**config.mk**
```make
export PLATFORM = sky130hd
export DESIGN_NAME = usb_port_thermal_short_guard_core
export DESIGN_NICKNAME = d
export VERILOG_FILES = /design/src/design/uptsg_pkg.sv /design/src/design/uptsg_ctrl.sv /design/src/design/uptsg_dp.sv /design/src/design/usb_port_thermal_short_guard_core.sv
export SDC_FILE = /design/constraint.sdc
export NUM_CORES = 1
export LEC_CHECK = 0
export BUFFER_PORTS_ARGS = -buffer_cell sky130_fd_sc_hd__buf_2
export CORE_MARGIN = 2
export CORE_UTILIZATION = 40
export CTS_BUF_LIST = sky130_fd_sc_hd__clkbuf_4
export DETAILED_ROUTE_END_ITERATION = 10
export PLACE_DENSITY = 0.55
export SLEW_MARGIN = 20
export SYNTH_ARGS = -nofsm -noshare
export SYNTH_HDL_FRONTEND = slang
export SYNTH_HIERARCHICAL = 1
export SYNTH_SLANG_ARGS = --single-unit
```
**constraint.sdc**
```tcl
create_clock -name aclk -period 9 [get_ports aclk]
set_input_delay 0.45 -clock aclk [delete_from_list [all_inputs] [get_ports aclk]]
set_output_delay 0.45 -clock aclk [all_outputs]
set_load 0.05 [all_outputs]
```
**src/design/uptsg_pkg.sv**
```systemverilog
// ----------------------------------------------------------------------------
// uptsg_pkg
// Shared types and constants of the connector thermal short guard.
// ----------------------------------------------------------------------------
package uptsg_pkg;

    localparam int ROM_SIZE = 166;
    localparam logic [1:0] IV_NONE   = 2'd0;
    localparam logic [1:0] IV_NOW    = 2'd1;
    localparam logic [1:0] IV_FAST   = 2'd2;
    localparam logic [1:0] IV_NORMAL = 2'd3;

    localparam logic [2:0] REG_ENABLE = 3'd0;
    localparam logic [2:0] REG_THR    = 3'd1;
    localparam logic [2:0] REG_OPEN   = 3'd2;
    localparam logic [2:0] REG_CLOSE  = 3'd3;
    localparam logic [2:0] REG_FAST   = 3'd4;

    // controller to datapath
    typedef struct packed {
        logic start;   // load item, begin averaging
        logic step;    // one table entry / divide step
        logic commit;  // apply state update
    } uptsg_cmd_t;

    // datapath to controller
    typedef struct packed {
        logic div_done;
        logic search_done;
    } uptsg_sts_t;

    function automatic logic [10:0] ntc_code(input logic [7:0] idx);
        logic [10:0] r;
        begin
            case (idx)
            8'd0: r=1696; 8'd1: r=1690; 8'd2: r=1684; 8'd3: r=1678; 8'd4: r=1672;
            8'd5: r=1665; 8'd6: r=1658; 8'd7: r=1651; 8'd8: r=1644; 8'd9: r=1636;
            8'd10: r=1628; 8'd11: r=1619; 8'd12: r=1611; 8'd13: r=1602; 8'd14: r=1593;
            8'd15: r=1583; 8'd16: r=1573; 8'd17: r=1563; 8'd18: r=1553; 8'd19: r=1542;
            8'd20: r=1531; 8'd21: r=1519; 8'd22: r=1508; 8'd23: r=1496; 8'd24: r=1484;
            8'd25: r=1471; 8'd26: r=1458; 8'd27: r=1445; 8'd28: r=1431; 8'd29: r=1418;
            8'd30: r=1404; 8'd31: r=1389; 8'd32: r=1375; 8'd33: r=1360; 8'd34: r=1345;
            8'd35: r=1329; 8'd36: r=1314; 8'd37: r=1298; 8'd38: r=1282; 8'd39: r=1266;
            8'd40: r=1249; 8'd41: r=1233; 8'd42: r=1216; 8'd43: r=1199; 8'd44: r=1182;
            8'd45: r=1165; 8'd46: r=1148; 8'd47: r=1131; 8'd48: r=1113; 8'd49: r=1096;
            8'd50: r=1078; 8'd51: r=1061; 8'd52: r=1043; 8'd53: r=1025; 8'd54: r=1008;
            8'd55: r=990; 8'd56: r=973; 8'd57: r=955; 8'd58: r=938; 8'd59: r=920;
            8'd60: r=903; 8'd61: r=886; 8'd62: r=869; 8'd63: r=852; 8'd64: r=835;
            8'd65: r=818; 8'd66: r=802; 8'd67: r=785; 8'd68: r=769; 8'd69: r=753;
            8'd70: r=737; 8'd71: r=721; 8'd72: r=705; 8'd73: r=690; 8'd74: r=675;
            8'd75: r=660; 8'd76: r=645; 8'd77: r=631; 8'd78: r=617; 8'd79: r=603;
            8'd80: r=589; 8'd81: r=575; 8'd82: r=562; 8'd83: r=549; 8'd84: r=536;
            8'd85: r=523; 8'd86: r=511; 8'd87: r=499; 8'd88: r=487; 8'd89: r=475;
            8'd90: r=463; 8'd91: r=452; 8'd92: r=441; 8'd93: r=430; 8'd94: r=420;
            8'd95: r=410; 8'd96: r=400; 8'd97: r=390; 8'd98: r=380; 8'd99: r=371;
            8'd100: r=361; 8'd101: r=353; 8'd102: r=344; 8'd103: r=335; 8'd104: r=327;
            8'd105: r=319; 8'd106: r=311; 8'd107: r=304; 8'd108: r=296; 8'd109: r=289;
            8'd110: r=282; 8'd111: r=275; 8'd112: r=268; 8'd113: r=261; 8'd114: r=255;
            8'd115: r=249; 8'd116: r=243; 8'd117: r=237; 8'd118: r=231; 8'd119: r=225;
            8'd120: r=220; 8'd121: r=214; 8'd122: r=209; 8'd123: r=204; 8'd124: r=199;
            8'd125: r=194; 8'd126: r=190; 8'd127: r=185; 8'd128: r=181; 8'd129: r=176;
            8'd130: r=172; 8'd131: r=168; 8'd132: r=164; 8'd133: r=160; 8'd134: r=156;
            8'd135: r=152; 8'd136: r=149; 8'd137: r=145; 8'd138: r=142; 8'd139: r=138;
            8'd140: r=135; 8'd141: r=132; 8'd142: r=129; 8'd143: r=126; 8'd144: r=123;
            8'd145: r=120; 8'd146: r=117; 8'd147: r=115; 8'd148: r=112; 8'd149: r=109;
            8'd150: r=107; 8'd151: r=105; 8'd152: r=102; 8'd153: r=100; 8'd154: r=98;
            8'd155: r=95; 8'd156: r=93; 8'd157: r=91; 8'd158: r=89; 8'd159: r=87;
            8'd160: r=85; 8'd161: r=83; 8'd162: r=82; 8'd163: r=80; 8'd164: r=78;
            8'd165: r=76;
            default: r = 11'd0;
            endcase
            ntc_code = r;
        end
    endfunction

endpackage

```
**src/design/uptsg_ctrl.sv**
```systemverilog
// ----------------------------------------------------------------------------
// uptsg_ctrl
// Sequencer: accept, divide steps, table search, commit, output hold.
// ----------------------------------------------------------------------------
module uptsg_ctrl
    import uptsg_pkg::*;
(
    input  logic       aclk,
    input  logic       aresetn,
    input  logic       s_valid,
    output logic       s_ready,
    output logic       m_valid,
    input  logic       m_ready,
    output uptsg_cmd_t cmd,
    input  uptsg_sts_t sts
);
    localparam logic [1:0] ST_IDLE = 2'd0;
    localparam logic [1:0] ST_DIV  = 2'd1;
    localparam logic [1:0] ST_SRCH = 2'd2;
    localparam logic [1:0] ST_OUT  = 2'd3;

    logic [1:0] state_reg, state_next;
    logic       mv_reg, mv_next;

    // a new item may be worked on while the previous result waits;
    // its commit holds until the output register is free
    assign s_ready = (state_reg == ST_IDLE);
    assign m_valid = mv_reg;

    always_comb begin
        state_next = state_reg;
        mv_next    = mv_reg && !m_ready;
        cmd        = '0;
        case (state_reg)
        ST_IDLE: begin
            if (s_valid && s_ready) begin
                cmd.start  = 1'b1;
                state_next = ST_DIV;
            end
        end
        ST_DIV: begin
            cmd.step = 1'b1;
            if (sts.div_done) state_next = ST_SRCH;
        end
        ST_SRCH: begin
            cmd.step = 1'b1;
            if (sts.search_done) state_next = ST_OUT;
        end
        ST_OUT: begin
            if (!mv_reg || m_ready) begin
                cmd.commit = 1'b1;
                mv_next    = 1'b1;
                state_next = ST_IDLE;
            end
        end
        default: state_next = ST_IDLE;
        endcase
    end

    always_ff @(posedge aclk) begin
        if (!aresetn) begin
            state_reg <= ST_IDLE;
            mv_reg    <= 1'b0;
        end else begin
            state_reg <= state_next;
            mv_reg    <= mv_next;
        end
    end
endmodule

```
**src/design/uptsg_dp.sv**
```systemverilog
// ----------------------------------------------------------------------------
// uptsg_dp
// Datapath: sample average by restoring divide, table search, guard state.
// ----------------------------------------------------------------------------
module uptsg_dp
    import uptsg_pkg::*;
#(
    parameter int TABLE_ENTRIES = 166,
    parameter int SAMPLE_COUNT  = 3,
    parameter int INSERT_CHECKS = 1100,
    parameter int END_CHECK     = 1001,
    parameter int ADC_BITS      = 12
) (
    input  logic              aclk,
    input  logic              aresetn,
    input  uptsg_cmd_t        cmd,
    output uptsg_sts_t        sts,
    input  logic              cfg_we,
    input  logic [2:0]        cfg_index,
    input  logic [7:0]        cfg_data,
    input  logic              s_action,
    input  logic [11:0]       s_adc_sample_a,
    input  logic [11:0]       s_adc_sample_b,
    input  logic [11:0]       s_adc_sample_c,
    input  logic [2:0]        s_sample_valid_mask,
    input  logic signed [7:0] s_battery_temp,
    input  logic              s_battery_temp_valid,
    input  logic              s_charger_absent,
    output logic              m_gate_on,
    output logic              m_short_alarm,
    output logic [1:0]        m_next_interval,
    output logic              m_fast_mode,
    output logic              m_wake_hold,
    output logic signed [7:0] m_usb_temp,
    output logic signed [11:0] m_check_count_out
);
    localparam int NENT = (TABLE_ENTRIES < ROM_SIZE) ? TABLE_ENTRIES : ROM_SIZE;
    localparam int SUMW = ADC_BITS + 2;
    localparam logic [SUMW-1:0] AMASK = {2'b00, {ADC_BITS{1'b1}}};
    localparam logic signed [11:0] C_INS = 12'(INSERT_CHECKS);
    localparam logic signed [11:0] C_END = 12'(END_CHECK);
    localparam logic [7:0] LAST = 8'(NENT - 1);

    // config
    logic       en_reg;
    logic signed [7:0] thr_reg, od_reg, cd_reg, fd_reg;
    // item
    logic       act_reg, babs_reg, bv_reg;
    logic signed [7:0] bt_reg;
    // divide / search
    logic [SUMW-1:0] quo_reg, rem_reg;
    logic [1:0]      cnt_reg;
    logic [4:0]      dbit_reg;
    logic            ddone_reg;
    logic [7:0]      idx_reg;
    logic            found_reg;
    // guard state
    logic signed [11:0] cc_reg;
    logic gate_reg, armed_reg, fast_reg, wake_reg, active_reg;
    // outputs
    logic       alarm_reg;
    logic [1:0] iv_reg;
    logic signed [7:0] tusb_reg;
    logic       gate_o_reg, fast_o_reg, wake_o_reg;
    logic signed [11:0] cc_o_reg;

    logic [SUMW-1:0] sum_w, sa, sb, sc;
    logic [1:0]      cnt_w;
    logic [SUMW-1:0] rem_sh;
    logic            hit;

    always_comb begin
        sa = (s_sample_valid_mask[0]) ?
             ({{(SUMW-12){1'b0}}, s_adc_sample_a} & AMASK) : '0;
        sb = (s_sample_valid_mask[1] && SAMPLE_COUNT > 1) ?
             ({{(SUMW-12){1'b0}}, s_adc_sample_b} & AMASK) : '0;
        sc = (s_sample_valid_mask[2] && SAMPLE_COUNT > 2) ?
             ({{(SUMW-12){1'b0}}, s_adc_sample_c} & AMASK) : '0;
        sum_w = sa + sb + sc;
        cnt_w = 2'(s_sample_valid_mask[0])
              + ((SAMPLE_COUNT > 1) ? 2'(s_sample_valid_mask[1]) : 2'd0)
              + ((SAMPLE_COUNT > 2) ? 2'(s_sample_valid_mask[2]) : 2'd0);
    end

    assign rem_sh = {rem_reg[SUMW-2:0], quo_reg[SUMW-1]};
    assign hit    = ({{(SUMW-11){1'b0}}, ntc_code(idx_reg)} <= quo_reg);
    assign sts.div_done    = ddone_reg;
    assign sts.search_done = ddone_reg && (found_reg || hit || idx_reg == LAST);

    // guard update
    logic signed [9:0]  tusb_w, tbatt, raw, diff;
    logic               meas, alarm_n, gate_n, armed_n, fast_n, wake_n, act_n;
    logic signed [11:0] cc_n;
    logic [1:0]         iv_n;
    always_comb begin
        meas = 1'b0;
        alarm_n = 1'b0; gate_n = gate_reg; armed_n = armed_reg; fast_n = fast_reg;
        wake_n = wake_reg; act_n = active_reg; cc_n = cc_reg; iv_n = IV_NONE;
        tusb_w = (cnt_reg == 2'd0) ? 10'sd0 : (10'sd0 - 10'sd40 + $signed({2'b00, idx_reg}));
        tbatt = bv_reg ? 10'(bt_reg) : -10'sd255;
        raw  = tusb_w - tbatt;
        diff = bv_reg ? raw : 10'sd0;
        if (!act_reg) begin
            if (en_reg && !active_reg) begin
                cc_n = C_INS; act_n = 1'b1; iv_n = IV_NOW;
            end
        end else if (active_reg) begin
            if (cc_reg == -12'sd1 && babs_reg) begin
                act_n = 1'b0; armed_n = 1'b1; gate_n = 1'b0; fast_n = 1'b0; cc_n = C_INS;
            end else begin
                meas = 1'b1;
                if (tusb_w >= 10'(thr_reg) && diff >= 10'(od_reg) && armed_reg) begin
                    alarm_n = 1'b1; armed_n = 1'b0;
                end
                if (diff > 10'(fd_reg)) begin
                    iv_n = IV_FAST; cc_n = '0; fast_n = 1'b1;
                end else if (cc_reg > C_END) begin
                    cc_n = cc_reg - 12'sd1; iv_n = IV_FAST; fast_n = 1'b0;
                end else if (cc_reg == C_END) begin
                    cc_n = -12'sd1; iv_n = IV_NORMAL; fast_n = 1'b0; wake_n = 1'b0;
                end else if (cc_reg >= 12'sd0) begin
                    cc_n = cc_reg + 12'sd1; iv_n = IV_FAST; fast_n = 1'b1;
                end else begin
                    iv_n = IV_NORMAL; fast_n = 1'b0;
                end
                if (bv_reg && tusb_w >= 10'(thr_reg) && raw >= 10'(od_reg)) begin
                    wake_n = 1'b1; gate_n = 1'b1;
                end else if (raw <= 10'(cd_reg)) begin
                    gate_n = 1'b0;
                end
            end
        end
    end

    always_ff @(posedge aclk) begin
        if (cmd.start) begin
            act_reg <= s_action; babs_reg <= s_charger_absent;
            bv_reg <= s_battery_temp_valid; bt_reg <= s_battery_temp;
            quo_reg <= sum_w; rem_reg <= '0; cnt_reg <= cnt_w;
            dbit_reg <= 5'(SUMW); ddone_reg <= (cnt_w == 2'd0);
            idx_reg <= '0; found_reg <= 1'b0;
        end else if (cmd.step) begin
            if (!ddone_reg) begin
                // restoring divide by sample count, one quotient bit per cycle
                if (rem_sh >= {{(SUMW-2){1'b0}}, cnt_reg}) begin
                    rem_reg <= rem_sh - {{(SUMW-2){1'b0}}, cnt_reg};
                    quo_reg <= {quo_reg[SUMW-2:0], 1'b1};
                end else begin
                    rem_reg <= rem_sh;
                    quo_reg <= {quo_reg[SUMW-2:0], 1'b0};
                end
                dbit_reg <= dbit_reg - 5'd1;
                if (dbit_reg == 5'd1) ddone_reg <= 1'b1;
            end else if (!found_reg && !hit && idx_reg != LAST && cnt_reg != 2'd0) begin
                idx_reg <= idx_reg + 8'd1;
            end else begin
                found_reg <= 1'b1;
            end
        end
        if (cmd.commit) begin
            alarm_reg <= alarm_n; iv_reg <= iv_n;
            tusb_reg <= meas ? tusb_w[7:0] : 8'sd0;
            gate_o_reg <= gate_n; fast_o_reg <= fast_n; wake_o_reg <= wake_n;
            cc_o_reg <= cc_n;
        end
    end

    always_ff @(posedge aclk) begin
        if (!aresetn) begin
            en_reg <= 1'b0; thr_reg <= 8'sd40; od_reg <= 8'sd15;
            cd_reg <= 8'sd10; fd_reg <= 8'sd10;
            cc_reg <= C_INS; gate_reg <= 1'b0; armed_reg <= 1'b1;
            fast_reg <= 1'b0; wake_reg <= 1'b0; active_reg <= 1'b0;
        end else begin
            if (cfg_we) begin
                case (cfg_index)
                REG_ENABLE: en_reg  <= cfg_data[0];
                REG_THR:    thr_reg <= cfg_data;
                REG_OPEN:   od_reg  <= cfg_data;
                REG_CLOSE:  cd_reg  <= cfg_data;
                REG_FAST:   fd_reg  <= cfg_data;
                default: ;
                endcase
            end
            if (cmd.commit) begin
                cc_reg <= cc_n; gate_reg <= gate_n; armed_reg <= armed_n;
                fast_reg <= fast_n; wake_reg <= wake_n; active_reg <= act_n;
            end
        end
    end

    assign m_gate_on         = gate_o_reg;
    assign m_short_alarm     = alarm_reg;
    assign m_next_interval   = iv_reg;
    assign m_fast_mode       = fast_o_reg;
    assign m_wake_hold       = wake_o_reg;
    assign m_usb_temp        = tusb_reg;
    assign m_check_count_out = cc_o_reg;
endmodule

```
**src/design/usb_port_thermal_short_guard_core.sv**
```systemverilog
// ----------------------------------------------------------------------------
// usb_port_thermal_short_guard_core
// Connector thermal short guard: attach/check sequencing and cut-off gate.
// ----------------------------------------------------------------------------
// Usage:
//   Input items (s_valid/s_ready) carry one attach event or check tick with
//   up to three thermistor ADC samples and the battery temperature. Each
//   item gives exactly one result on m_valid/m_ready. The user must write the
//   registers via cfg_we/cfg_index/cfg_data only while idle; it is unenforced.
// Sequence:
//   restoring divide over ADC_BITS+2 quotient bits, one quotient bit per cycle,
//   then the NTC table scan at one entry per cycle, then the commit. The scan
//   stops at the first entry whose code is at or below the average, or at the
//   last entry; with no valid sample no divide bits are worked.
//   The next item is accepted the cycle after commit: one item in flight.
// Reset (aresetn low, synchronous): registers 0/40/15/10/10, counter 1100,
//   gate closed, alarm armed, checking stopped.
// Stall: a result waits in the output register until m_ready; the next item
//   is taken and worked on meanwhile, and its commit waits for the register.
// ----------------------------------------------------------------------------
module usb_port_thermal_short_guard_core
    import uptsg_pkg::*;
#(
    parameter int TABLE_ENTRIES = 166,
    parameter int SAMPLE_COUNT  = 3,
    parameter int INSERT_CHECKS = 1100,
    parameter int END_CHECK     = 1001,
    parameter int ADC_BITS      = 12
) (
    input  logic              aclk,
    input  logic              aresetn,
    input  logic              cfg_we,
    input  logic [2:0]        cfg_index,
    input  logic [7:0]        cfg_data,
    input  logic              s_valid,
    output logic              s_ready,
    input  logic              s_action,
    input  logic [11:0]       s_adc_sample_a,
    input  logic [11:0]       s_adc_sample_b,
    input  logic [11:0]       s_adc_sample_c,
    input  logic [2:0]        s_sample_valid_mask,
    input  logic signed [7:0] s_battery_temp,
    input  logic              s_battery_temp_valid,
    input  logic              s_charger_absent,
    output logic              m_valid,
    input  logic              m_ready,
    output logic              m_gate_on,
    output logic              m_short_alarm,
    output logic [1:0]        m_next_interval,
    output logic              m_fast_mode,
    output logic              m_wake_hold,
    output logic signed [7:0] m_usb_temp,
    output logic signed [11:0] m_check_count_out
);
    uptsg_cmd_t cmd;
    uptsg_sts_t sts;

    uptsg_ctrl u_ctrl (
        .aclk(aclk), .aresetn(aresetn), .s_valid(s_valid), .s_ready(s_ready),
        .m_valid(m_valid), .m_ready(m_ready), .cmd(cmd), .sts(sts)
    );

    uptsg_dp #(
        .TABLE_ENTRIES(TABLE_ENTRIES), .SAMPLE_COUNT(SAMPLE_COUNT),
        .INSERT_CHECKS(INSERT_CHECKS), .END_CHECK(END_CHECK), .ADC_BITS(ADC_BITS)
    ) u_dp (
        .aclk(aclk), .aresetn(aresetn), .cmd(cmd), .sts(sts),
        .cfg_we(cfg_we), .cfg_index(cfg_index), .cfg_data(cfg_data),
        .s_action(s_action), .s_adc_sample_a(s_adc_sample_a),
        .s_adc_sample_b(s_adc_sample_b), .s_adc_sample_c(s_adc_sample_c),
        .s_sample_valid_mask(s_sample_valid_mask), .s_battery_temp(s_battery_temp),
        .s_battery_temp_valid(s_battery_temp_valid), .s_charger_absent(s_charger_absent),
        .m_gate_on(m_gate_on), .m_short_alarm(m_short_alarm),
        .m_next_interval(m_next_interval), .m_fast_mode(m_fast_mode),
        .m_wake_hold(m_wake_hold), .m_usb_temp(m_usb_temp),
        .m_check_count_out(m_check_count_out)
    );
endmodule
```
==> results.sh <==
export IMPL_cts_root_buf="clkbuf_4"
export IMPL_drt_iter0_drc=1012
export IMPL_seqCellArea_um2=3440
export IMPL_numCtsBuffers=17
export IMPL_cts_hold_buf=0
export IMPL_ant_nets=0
export IMPL_path_cells="inv_1, ha_1, and2_2, buf_4, clkinv_1, nand2_1, a41oi_2, a41oi_2, and2_4, inv_4, ha_1, a211oi_1, a21oi_1, a221o_1, a2111oi_2, a211oi_1"
export IMPL_holdCritStartpoint="s_battery_temp[6]"
export IMPL_clk_pin_slew_ns=0.14
export IMPL_end_kind="register"
export IMPL_final_hold_viol_count=0
export IMPL_max_vdd_ir_drop_v=0.000141
export IMPL_fp_dieH_um=177
export IMPL_antenna_found_initial=2
export IMPL_pre_cts_ws_ns=3.75
export IMPL_drc_errors=0
export IMPL_hp_class="in -> reg"
export IMPL_tightest_slew_ns=1.08
export IMPL_initial_core_util=0.406
export IMPL_worstSetupStartpoint="u_ctrl/state_reg[1]$_SDFFE_PN0P_"
export IMPL_maxSlewHeadroom=0.275
export IMPL_layout_drive_gt1_share=0.119
export IMPL_synth_edff_count=54
export IMPL_synth_ff_type="dfxtp_1"
export IMPL_ys_seq_elements=145
export IMPL_wl_um=33700
export IMPL_cts_tree="done"
export IMPL_die_area_um2=31400
export IMPL_avgSynthCellArea_um2=8.11
export IMPL_worstPathMaxFanout=57
export IMPL_pwr_share_clk=0.111
export IMPL_final_cell_mix="nand2_1 (206), nor2_1 (114), inv_1 (113)"
export IMPL_min_period_over_period=0.593
export IMPL_p_int_w=0.00192
export IMPL_grt_pass1_vias=10500
export IMPL_gr_total_overflow=0
export IMPL_power_density_nw_per_um2=296
export IMPL_worst_setup_path_start_kind="register"
export IMPL_htree_levels=4
export IMPL_setup_ws_ns=3.66
export IMPL_area_growth_pct=6.85
export IMPL_cp_slowest_cell="clkinv_1"
export IMPL_numClockSinks=145
export IMPL_path_class="reg -> reg"
export IMPL_nFillCells=3076
export IMPL_final_nets=1704
export IMPL_syn_area_um2=12000
export IMPL_syn_instance_count=1479
export IMPL_synthArstFlopShare=0
export IMPL_cts_setup_buffers=0
export IMPL_core_um2=29600
export IMPL_synth_nets=1672
export IMPL_gp_congestion=0.901
export IMPL_drt_pass1_iterations=5
export IMPL_rsz0062_at_grt="false"
export IMPL_arrival_ns=5.75
export IMPL_multi_input_area_um2=7610
export IMPL_max_freq_ghz=0.187
export IMPL_grt_pass1_wl_um=54900
export IMPL_fin_tns_setup_ns=0
export IMPL_wl_per_cell_um=17.6
export IMPL_critPathRequiredTime_ns=9.42
export IMPL_p_leak_nw=5.22
export IMPL_clk_latency_ns=0.57
export IMPL_hpwlAfterDp_um=24300
export IMPL_setup_viol=0
export IMPL_synth_warnings=6
export IMPL_seq_area_frac_synth=0.287
export IMPL_yosysUniqueCellTypes=94
export IMPL_final_area_um2=12800
export IMPL_fin_cells=1916
export IMPL_finish_utilization=0.433
export IMPL_num_vias=10900
export IMPL_io_buffers=93
export IMPL_skew_ns=0.0409
export IMPL_grt_max_degree=58
export IMPL_p_comb_frac=0.638
export IMPL_largest_reg_flops=14
export IMPL_status="complete, no violations"
export IMPL_slew_violations=0
export IMPL_cp_slowest_stage_delay_ns=0.71
export IMPL_dp_cells=1882
export IMPL_seq_power_share=0.250
export IMPL_final_common_cell="nand2_1"
export IMPL_r2r_start="u_ctrl/state_reg[1]$_SDFFE_PN0P_"
export IMPL_post_cts_resized=0
export IMPL_max_cap_violations=0
export IMPL_track_usage=0.218
export IMPL_core_rowCount=63
export IMPL_placed_area_um2=12500
export IMPL_io_pin_count=94
export IMPL_viasPerCell=5.67
export IMPL_cts_buffer_depth=2
export IMPL_die_width_um=177
export IMPL_p_switching_w=0.00187
export IMPL_switching_share=0.494
export IMPL_period_minus_slack_ns=5.34
## synthesized netlist by cell type (26+ instances only)
| cell type | instances | area, µm² |
|---|---|---|
| nand2_1 | 206 | 773 |
| nor2_1 | 114 | 428 |
| inv_1 | 113 | 424 |
| ha_1 | 111 | 1390 |
| dfxtp_1 | 91 | 1820 |
| o21ai_0 | 81 | 405 |
| a21oi_1 | 60 | 300 |
| edfxtp_1 | 54 | 1620 |
| clkbuf_1 | 44 | 165 |
| nor3_1 | 41 | 205 |
| nand3_1 | 35 | 175 |
| a21boi_0 | 33 | 248 |
| o211ai_1 | 29 | 218 |
| and2_1 | 26 | 163 |
## power by group through the flow
stage | clock network [W] | registers [W] | logic [W]
after floorplan | 0 | 0.000950 | 0.00189
after global placement | 0 | 0.000966 | 0.00236
after detailed placement | 0 | 0.000967 | 0.00239
after CTS | 0.000441 | 0.000952 | 0.00241
after global routing | 0.000466 | 0.000970 | 0.00271
final | 0.000423 | 0.000950 | 0.00242
## final timing paths
kind	to	slack, ns	cells past startpoint
setup / recovery	register	3.66	16
hold reg to reg	u_dp/fd_reg[4]$_SDFFE_PN0P_	0.48	2
hold / removal	u_dp/bt_reg[6]$_DFFE_PP_	0.08	1
setup reg to reg	register	3.66	16
## per-stage QoR
step,power [W],hold WS (ns)
floorplan,0.00284,0.438
global placement,0.00333,0.456
detailed placement,0.00336,0.463
CTS,0.00380,0.0270
global route,0.00415,0.00229
finish,0.00379,0.0756
## cell families (layout without fill, tap and decap cells)
group / after synthesis / count (layout) / share of synthesized area
buffers and inverters: 209 / 254 / 0.0788
XOR/XNOR: 31 / 31 / 0.0226
other: 0 / 2 / 0
multiplexers: 15 / 15 / 0.0130
adder cells (fa/ha/maj): 129 / 129 / 0.144
AO/OA/AOI/OAI: 408 / 408 / 0.239
flip-flops: 145 / 145 / 0.287
AND/OR/NAND/NOR: 542 / 542 / 0.215
## per-layer routing
layer | track usage | vias to the layer above | share of wire
li1 | - | 5356 | -
met4 | 0.0634 | 0 | 0.022
met5 | 0 | - | 0
met1 | 0.293 | 5091 | 0.45
met2 | 0.361 | 363 | 0.47
met3 | 0.0346 | 56 | 0.059
## worst max-delay path, delay by kind of cell, from the launching register on
kind / cells / cell delay (ns)
buffers and inverters: 4 / 1.69
AOI/OAI and AO/OA: 7 / 1.43
and+or+nand+nor: 3 / 0.98
adders and majority gates: 2 / 0.68
DFF: 1 / 0.36
## final cells by class
type	count	share of cell area
Antenna cell	2	0.000391
Inverter	120	0.0357
Timing Repair Buffer	102	0.0416
Multi-Input combinational cell	1125	0.594
Clock inverter	15	0.0113
Tap cell	390	0.0381
Clock buffer	17	0.00996
Sequential cell	145	0.269
Power figures use the tool's default switching activity.
